`config.mk`:
```
export PLATFORM = sky130hd
export DESIGN_NAME = tidu_unwrap
export DESIGN_NICKNAME = d
export VERILOG_FILES = /design/src/sv/tidu_pkg.sv /design/src/sv/tidu_unwrap.sv
export SDC_FILE = /design/constraint.sdc
export NUM_CORES = 1
export LEC_CHECK = 0
export BUFFER_PORTS_ARGS = -buffer_cell sky130_fd_sc_hd__buf_4
export CORE_MARGIN = 4
export CORE_UTILIZATION = 60
export DETAILED_ROUTE_END_ITERATION = 8
export PLACE_DENSITY = 0.9
export SKIP_LAST_GASP = 1
export SYNTH_ARGS = -nofsm -noshare
export SYNTH_HDL_FRONTEND = slang
export SYNTH_SLANG_ARGS = --single-unit
```
`constraint.sdc`:
```
create_clock -name vclk -period 10.5
set_input_delay 0 -clock vclk [all_inputs]
set_output_delay 0 -clock vclk [all_outputs]
set_load 0.05 [all_outputs]
```
`src/sv/tidu_pkg.sv`:
```
`timescale 1ns / 1ps
// ---------------------------------------------------------------------------
// tidu_pkg: shared types and constants of the trigger ID unwrap ring buffer
// Action and status codes, field widths, reset values and the result of the
// trigger counter widening logic.
// ---------------------------------------------------------------------------
package tidu_pkg;

    // field widths
    localparam int ActionW   = 2;
    localparam int LowW      = 16;
    localparam int ExtW      = 8;
    localparam int WordW     = 32;
    localparam int StatusW   = 3;
    localparam int OccW      = 11;
    localparam int GapW      = 16;

    // ring depth default
    localparam int TIDU_DEPTH = 1024;

    // reset value of the gap window register
    localparam logic [GapW-1:0] GAP_RESET = 16'd200;

    // action codes
    localparam logic [ActionW-1:0] ACT_FRAME = 2'd0;
    localparam logic [ActionW-1:0] ACT_PEEK  = 2'd1;
    localparam logic [ActionW-1:0] ACT_POP   = 2'd2;
    localparam logic [ActionW-1:0] ACT_CLEAR = 2'd3;

    // status codes
    localparam logic [StatusW-1:0] ST_STORED   = 3'd0;
    localparam logic [StatusW-1:0] ST_OVERFLOW = 3'd1;
    localparam logic [StatusW-1:0] ST_BAD      = 3'd2;
    localparam logic [StatusW-1:0] ST_EMPTY    = 3'd3;
    localparam logic [StatusW-1:0] ST_READ     = 3'd4;

    // widening result for one frame
    typedef struct packed {
        logic             bad;       // no candidate inside the window
        logic [WordW-1:0] id;        // assigned trigger ID when not bad
        logic [WordW-1:0] exp_next;  // expected ID after this frame
    } t_unwrap;

endpackage

```
`src/sv/tidu_unwrap.sv`:
```
`timescale 1ns / 1ps
// ---------------------------------------------------------------------------
// tidu_unwrap: 16-bit to 32-bit trigger counter widening
// Takes the expected ID on a low-bit match, else the same-page, then the
// next-page candidate ahead by less than the gap window; else flags bad.
// ---------------------------------------------------------------------------
module tidu_unwrap
    import tidu_pkg::*;
(
    input  logic [WordW-1:0] i_expected,
    input  logic             i_first,
    input  logic [LowW-1:0]  i_counter_low,
    input  logic [GapW-1:0]  i_gap,
    output t_unwrap          o_res
);

    logic [WordW-1:0] exp_eff;
    logic [WordW-1:0] g0;
    logic [WordW-1:0] g1;
    logic [WordW-1:0] d0;
    logic [WordW-1:0] d1;
    logic [WordW-1:0] gap_ext;
    logic             hit0;
    logic             hit1;
    logic             match;
    logic [WordW-1:0] base;

    // first frame seeds the expected ID with its own counter
    assign exp_eff = i_first ? {{(WordW-LowW){1'b0}}, i_counter_low} : i_expected;
    assign match   = (i_counter_low == exp_eff[LowW-1:0]);

    // candidates in the current and the next 64K page
    assign g0      = {exp_eff[WordW-1:LowW], i_counter_low};
    assign g1      = {exp_eff[WordW-1:LowW] + 16'd1, i_counter_low};
    assign d0      = g0 - exp_eff;
    assign d1      = g1 - exp_eff;
    assign gap_ext = {{(WordW-GapW){1'b0}}, i_gap};
    assign hit0    = (g0 > exp_eff) && (d0 < gap_ext);
    assign hit1    = (g1 > exp_eff) && (d1 < gap_ext);

    always_comb begin
        o_res.bad = 1'b0;
        base      = exp_eff;
        priority if (match) begin
            base = exp_eff;
        end else if (hit0) begin
            base = g0;
        end else if (hit1) begin
            base = g1;
        end else begin
            o_res.bad = 1'b1;
        end
        o_res.id       = base;
        // expected always steps one past the ID used, bad frames included
        o_res.exp_next = base + 32'd1;
    end

endmodule

```
==> metrics.md, run 1 <==
| Metric | Value |
|---|---|
| Worst-case vdd ir drop | around 94 µV |
| Commonest cells in the synthesized netlist | nor2_1, inv_1, ha_1 |
| Crit path from | i_first |
| Number of diodes | 0 |
| IO buf count | 130 |
| WP buf/inv | 3 |
| Mapped Cells | ~670 |
| Post-synthesis adder-cell area fraction | roughly 14% |
| Maxcap violations | 0 |
| Die width | between 90 and 100 µm |
| Hold_buf cts | 0 |
| I/O Pins | 130 |
| Post-Synthesis Cell Area | 0.00460 mm² |
| Post-Synth XOR/XNOR Area | a little over an eighth |
| Crit path to | o_res[28] |
| Crit-path max FO | between 50 and 60 |
| Slew headroom | between 40 and 50% |
| Syn_nets | 784 |
| Resized cells post-CTS | 0 |
| Vias in the first global route | between 5000 and 6000 |
| Die area | roughly 0.0091 mm² |
| Mux share of post-synthesis cell area | between 10 and 15% |
| Initial Util | 62.5% |
| Setup-failing EPs final | 0 |
| CLK BUF | 0 |
| Global-route wire length before repair | between 20 and 25 mm |
| Final Critical Period | 7.40 ns |
| Iter 0 DRT Violations | 518 |
| Syn Area/Cell | between 6 and 7 µm² |
| WS Path Type | in2out |
| DP Wirelength | 12.2 mm |
| Crit. End Element | output pin |
| Critical Path AT | approximately 7.4 ns |
| Vias per cell | between 6 and 7 |
| Seq cells | 0 |
| Cell variety after synth | between 70 and 80 |
| Crit start category | input pin |
| Largest area contributor in the netlist | ha_1 |
| Leak | roughly 2.7 nW |
| Die Ht | roughly 96 µm |
| Total Power | around 0.00038 W |
| Synth Area in Simple Gates | between 20% and 30% |
| Rows | 31 |
| Most frequent cell after synthesis | nor2_1 |
| Worst path depth | 30 |
| Status | finished clean |
| Post-synthesis compound-gate area fraction | roughly a quarter |
| CP delay by family, top | simple AND/OR/NAND/NOR gates |
| Remaining DRCs | 0 |
| Core area | between 0.007 and 0.008 mm² |
| Slew @ Worst Pin | approximately 0.80 ns |
| GRT Resource Usage Total | 31.5% |
| Initial antenna violation count | 0 |
| Largest net degree at the start of global routing | just under 60 |
| Seq. cell area | 0 µm² |
| Slew Viols, Final | 0 |
| Top achievable clock speed | roughly 140 MHz |
| Routed Antenna Nets | 0 |
| Synth warn | 0 |
| Slowest cell delay on critical path | approximately 0.64 ns |
| Largest family of logic cells by synthesized area | simple AND/OR/NAND/NOR gates |
| # Post-CTS Setup Buffers | 0 |
| Post-route core utilization | about three quarters |
| Fin. Hold Viols | 0 |
| Synth area leaders | ha_1, mux2i_1, xnor2_1, a21oi_1, nor2_1 |
| Vias | ~5500 |
| TritonRoute pass-1 iters | 6 |
| Non-filler cells, final | approximately 860 |
| Pwr Density | about 68 mW/mm² |
| GPL Wtd Cong | 1.00 |
| Gr ovfl total | 0 |
| Unrepaired setup endpoints after global routing | no |
| Post-synthesis sequential area ratio | 0% |
| CP max stage cell | nor4b_4 |
| Final worst-path cycle share | a little over two thirds |
| Per-cell routed wire length | approximately 17 µm |
| Area growth from synthesis to layout | 20.7% |
| # nets final | ~880 |
| Worst Hold Class | in2out |
| Share of cells above drive strength 1 | a little over a fifth |
| Synth top area share | roughly an eighth |
| Critical Path RT | between 10 and 15 ns |
| Post-Route Setup TNS | 0 ns |
| Routed wire length | ~15 mm |
| Placed instance count | roughly 860 |
-- worst min-delay path by stage --
stage / start / to / cells past startpoint
4_1_cts: i_counter_low[10] / o_res[42] / 4
3_3_place_gp: i_counter_low[10] / o_res[42] / 4
3_5_place_dp: i_counter_low[10] / o_res[42] / 4
5_1_grt: i_counter_low[10] / o_res[42] / 4
6_report: i_counter_low[10] / o_res[42] / 4
2_1_floorplan: i_counter_low[8] / o_res[40] / 2
-- logic make-up (layout without fill, tap and decap cells) --
kind of cell / after synthesis / in the layout
buf+inv: 92 / 185
mux: 50 / 50
simple gates: 245 / 245
compound gates: 163 / 163
fa+ha+maj: 50 / 50
xor+xnor: 69 / 69
-- final cells by class --
type,instances,area [µm²]
fillers,588,1810
inverters,53,199
multi-input cells,577,4240
well taps,99,124
repair buffers,132,991
-- tightest hold or removal path: stages --
cell and delay [ns]:
buf_4 0.13, nor2_1 0.09, a21oi_1 0.07, buf_4 0.19
-- layer usage --
layer,wire [µm],track usage [%],up-vias
li1,-,-,2618
met1,6380,43.6,2509
met2,6950,52.5,297
met3,1110,2.37,29
met4,322,7.46,0
met5,0,0,-
-- cells in the final DEF (no fill, tap or decap), drive strengths merged, types with 6 or more instances in the layout --
master and n:
nor4 9, nor3 19, o21a 7, nand3 19, nand2 46, a31oi 12, xnor2 45, inv 53
o211ai 8, mux2 10, and3 13, nor2 56, mux2i 40, nand4 13, o21ai 33, o32ai 6
a21oi 44, nand2b 8, a21o 11, or3 6, xor2 24, buf 132, nor2b 18, ha 48
a211oi 6
-- stage by stage --
step | hold WS [ns] | setup WS, ns | area [µm²]
floorplan | 0.291 | 1.58 | 4600
global placement | 0.473 | 3.44 | 5560
detailed placement | 0.477 | 3.22 | 5560
CTS | 0.481 | 3.20 | 5560
global route | 0.495 | 2.56 | 5560
finish | 0.483 | 3.10 | 5560
-- power by group --
group	switching (W)	internal (W)
registers	0	0
clock network	0	0
logic	0.000240	0.000135
total	0.000240	0.000135
Power figures use the tool's default switching activity.
==> inputs of run 2 (changes only) <==
- CORE_UTILIZATION: 60 -> 51
- PLACE_DENSITY: 0.9 -> 0.82
- clock period: 10.5 -> 6.7 ns (I/O delays scaled with it)
==> run 2 against run 1 <==
Clock-buffer cell count unchanged. Flip-flop and latch count unchanged. Via count down 0.83%. Worst setup slack worse by 2.6 ns. Total power up 62%. Die area up 16%. First-iteration DRC count down 31%.
==> metrics.md, run 2 (synthesized netlist as in run 1, its figures left out) <==
| Metric | Value |
|---|---|
| Initial Util | between 50% and 60% |
| Area growth from synthesis to layout | 25.4% |
| CP max stage cell | nor2b_1 |
| Status | finished clean |
| Pwr Density | approximately 110 mW/mm² |
| WP buf/inv | 4 |
| Die area | approximately 0.011 mm² |
| Global-route wire length before repair | roughly 25 mm |
| Design area | 0.00577 mm² |
| Resized cells post-CTS | 0 |
| Crit start category | input pin |
| Pre-CTS setup slack | around 0.35 ns |
| DP Wirelength | ~13 mm |
| Fin. Hold Viols | 0 |
| Die width | a little over 100 µm |
| Die Ht | 103 µm |
| # nets final | roughly 900 |
| Hold Worst Slack | 0.476 ns |
| Share of cells above drive strength 1 | between 20% and 30% |
| Initial antenna violation count | 0 |
| Post-Route Setup TNS | 0 ns |
| Rows | 34 |
| Slew Viols, Final | 0 |
| Setup-failing EPs final | 0 |
| Slew headroom | a little under three fifths |
| Gr ovfl total | 0 |
| GPL Wtd Cong | just under 1 |
| Largest net degree at the start of global routing | 36 |
| CP delay by family, top | simple AND/OR/NAND/NOR gates |
| CLK BUF | 0 |
| Vias | roughly 5400 |
| Setup WS post-layout | approximately 0.47 ns |
| Crit. End Element | output pin |
| Critical Path RT | roughly 6.7 ns |
| Leak | about 2.8 nW |
| Unrepaired setup endpoints after global routing | no |
| Slew @ Worst Pin | between 0.6 and 0.7 ns |
| Vias per cell | 6.16 |
| Number of diodes | 0 |
| IO buf count | between 100 and 150 |
| Seq. cell area | 0 µm² |
| TritonRoute pass-1 iters | 7 |
| Core area | ~0.0088 mm² |
| Worst Hold Class | in2out |
| Critical Path AT | approximately 6.2 ns |
| Iter 0 DRT Violations | 358 |
| Crit-path max FO | 35 |
| Worst-case vdd ir drop | 126 µV |
| Post-route core utilization | ~66% |
| Routed wire length | 15.4 mm |
| Remaining DRCs | 0 |
| Top achievable clock speed | between 150 and 200 MHz |
| I/O Pins | 130 |
| Seq cells | 0 |
| WS Path Type | in2out |
| # Post-CTS Setup Buffers | 0 |
| Hold_buf cts | 0 |
| Vias in the first global route | between 5000 and 6000 |
| Slowest cell delay on critical path | 0.53 ns |
| Maxcap violations | 0 |
| Most frequent cells in the layout | buf_4, nor2_1, inv_1, nand2_1, ha_1 |
| GRT Resource Usage Total | between 20% and 30% |
| Post-DP Area | 0.00577 mm² |
| Commonest non-fill, non-tap cell in the layout | buf_4 |
| Final Critical Period | about 6.2 ns |
| Routed Antenna Nets | 0 |
| Final worst-path cycle share | 93.0% |
| Per-cell routed wire length | 17.6 µm |
-- run 2: path summary, 6_finish.rpt --
path                         startpoint         to  slack [ns]  cells past startpoint
worst max-delay path            i_first  o_res[26]        0.47                     26
worst min-delay path  i_counter_low[12]  o_res[44]        0.48                      4
-- run 2: power breakdown --
part | internal (W) | switching, W
sequential | 0 | 0
clock | 0 | 0
combinational | 0.000221 | 0.000387
-- run 2: layer usage --
metal / GRT usage, % / part of all wire [%] / up-vias
met5: 0 / 0 / -
li1: - / - / 2625
met2: 45.0 / 45 / 243
met3: 1.89 / 7.4 / 22
met4: 4.78 / 1.8 / 0
met1: 41.8 / 46 / 2518
-- run 2: cell type report --
class,count,area (µm²)
Fill cell,811,2990
Multi-Input combinational cell,577,4380
Timing Repair Buffer,140,1050
Tap cell,108,135
Inverter,53,201
-- run 2: through the flow --
stage / total power (W) / std cells
global route: 0.000653 / 878
detailed placement: 0.000599 / 878
CTS: 0.000603 / 878
finish: 0.000607 / 878
floorplan: 0.000437 / 669
global placement: 0.000589 / 878
-- run 2: tightest hold or removal path: cells and delay by family --
family	cells	cell delay [ns]
compound gates	1	0.07
buf+inv	2	0.32
simple gates	1	0.09
==> inputs of run 3 (changes only) <==
==> constraint.sdc (replaced) <==
create_clock -name vclk -period 6.7
set_input_delay 0 -clock vclk [all_inputs]
set_output_delay 0 -clock vclk [all_outputs]
set_load 0.01 [all_outputs]
==> run 3 against run 2 <==
Via count increased by 1.3%. First-iteration DRC count is 0.84% lower. Flip-flop and latch count is the same.
==> metrics.md, run 3 (synthesized netlist as in run 1, its figures left out) <==
| Metric | Value |
|---|---|
| Worst-case vdd ir drop | slightly above 70 µV |
| Maxcap violations | 0 |
| Core area | ~0.0088 mm² |
| Pwr Density | around 85 mW/mm² |
| Vias | roughly 5500 |
| Per-cell routed wire length | around 18 µm |
| Hold path startpoint | i_counter_low[10] |
| Critical Path RT | about 6.7 ns |
| Final worst-path cycle share | between 90% and 100% |
| Hold_buf cts | 0 |
| Worst path depth | 27 |
| Share of cells above drive strength 1 | a little under a quarter |
| Post-Route Setup TNS | 0 ns |
| Slew headroom | a little under three fifths |
| Area growth from synthesis to layout | 23.5% |
| Unrepaired setup endpoints after global routing | no |
| Setup WS post-layout | 0.564 ns |
| GPL Wtd Cong | about 0.96 |
| Leak | 2.81 nW |
| Slew Viols, Final | 0 |
| Vias per cell | 6.23 |
| Remaining DRCs | 0 |
| Placed instance count | 877 |
| Filler instances | 790 |
| Die width | between 100 and 150 µm |
| Crit-path max FO | 18 |
| Largest net degree at the start of global routing | 41 |
| Worst Hold Class | in2out |
| # nets final | a little under 900 |
| IO buf count | between 100 and 150 |
| CLK BUF | 0 |
| Iter 0 DRT Violations | about 360 |
| Critical path's most frequent cell | buf_4 |
| Die area | 0.0106 mm² |
| Routed Antenna Nets | 0 |
| Gr ovfl total | 0 |
| DP Wirelength | 13.3 mm |
| Post-route core utilization | 64.9% |
| Initial Util | between 50% and 60% |
| Setup-failing EPs final | 0 |
| Global-route wire length before repair | ~25 mm |
| I/O Pins | between 100 and 150 |
| CP max stage cell | or4bb_1 |
| Crit. End Element | output pin |
| Vias in the first global route | approximately 5000 |
| TritonRoute pass-1 iters | 5 |
| Pre-CTS setup slack | 0.426 ns |
| WP buf/inv | 5 |
| CP delay by family, top | simple AND/OR/NAND/NOR gates |
| Die Ht | roughly 100 µm |
| Initial antenna violation count | 0 |
| WS Path Type | in2out |
| Seq cells | 0 |
| Final Critical Period | 6.14 ns |
| Crit start category | input pin |
| Commonest non-fill, non-tap cell in the layout | buf_4 |
| Status | finished clean |
| Rows | 34 |
| Fin. Hold Viols | 0 |
| Crit path from | i_first |
| Non-filler cells, final | just under 900 |
| Most frequent cells in the layout | buf_4, nor2_1, inv_1, ha_1, nand2_1 |
| Number of diodes | 0 |
| Slew @ Worst Pin | around 0.65 ns |
| Crit path to | o_res[24] |
| GRT Resource Usage Total | 28.9% |
| Critical Path AT | ~6 ns |
| Seq. cell area | 0 µm² |
| Slowest cell delay on critical path | approximately 0.52 ns |
| Top achievable clock speed | roughly 160 MHz |
| Routed wire length | 15.9 mm |
| Total Power | 0.000483 W |
run 3: changes by cell type in the layout (fill, tap and decap cells not counted), sizes merged:
cell and delta:
buf +1
run 3: cell type report:
class                      instances  area [µm²]  area share [%]
multi-input combinational        577        4290            75.5
tap                              108         135            2.38
inverter                          53         199            3.50
timing repair buffer             141        1060            18.6
run 3: worst min-delay path by stage:
stage	endpoint	slack, ns	cells past startpoint
after floorplan	o_res[46]	0.16	2
after global placement	o_res[44]	0.42	4
after detailed placement	o_res[42]	0.43	4
after CTS	o_res[42]	0.43	4
after global routing	o_res[37]	0.46	4
final	o_res[42]	0.43	4
run 3: metal layers:
metal,GRT usage (%),routed length [µm]
met1,42.9,7400
met3,2.17,1140
met2,46.5,7070
met5,0,0
met4,4.08,240
run 3: per-stage QoR:
stage | instance area, µm² | hold slack (ns)
after floorplan | 4650 | 0.159
after detailed placement | 5650 | 0.426
after CTS | 5650 | 0.430
final | 5680 | 0.431
after global placement | 5650 | 0.419
after global routing | 5680 | 0.458
run 3: repair_timing:
action,CTS,global route
endpoints found under the setup margin,0,7
endpoints found under the hold margin,0,0
resized for setup,0,3
setup buffers,0,2
run 3: tightest hold or removal path, stage by stage:
cell and delay [ns]:
buf_4 0.13, nor2_1 0.09, a21oi_1 0.07, buf_4 0.14
run 3: where the power goes:
| part | switching [W] | internal, W | total, W | leakage, nW |
|---|---|---|---|---|
| combinational | 0.000270 | 0.000213 | 0.000483 | 2.81 |
| clock | 0 | 0 | 0 | 0 |
| sequential | 0 | 0 | 0 | 0 |
| total | 0.000270 | 0.000213 | 0.000483 | 2.81 |
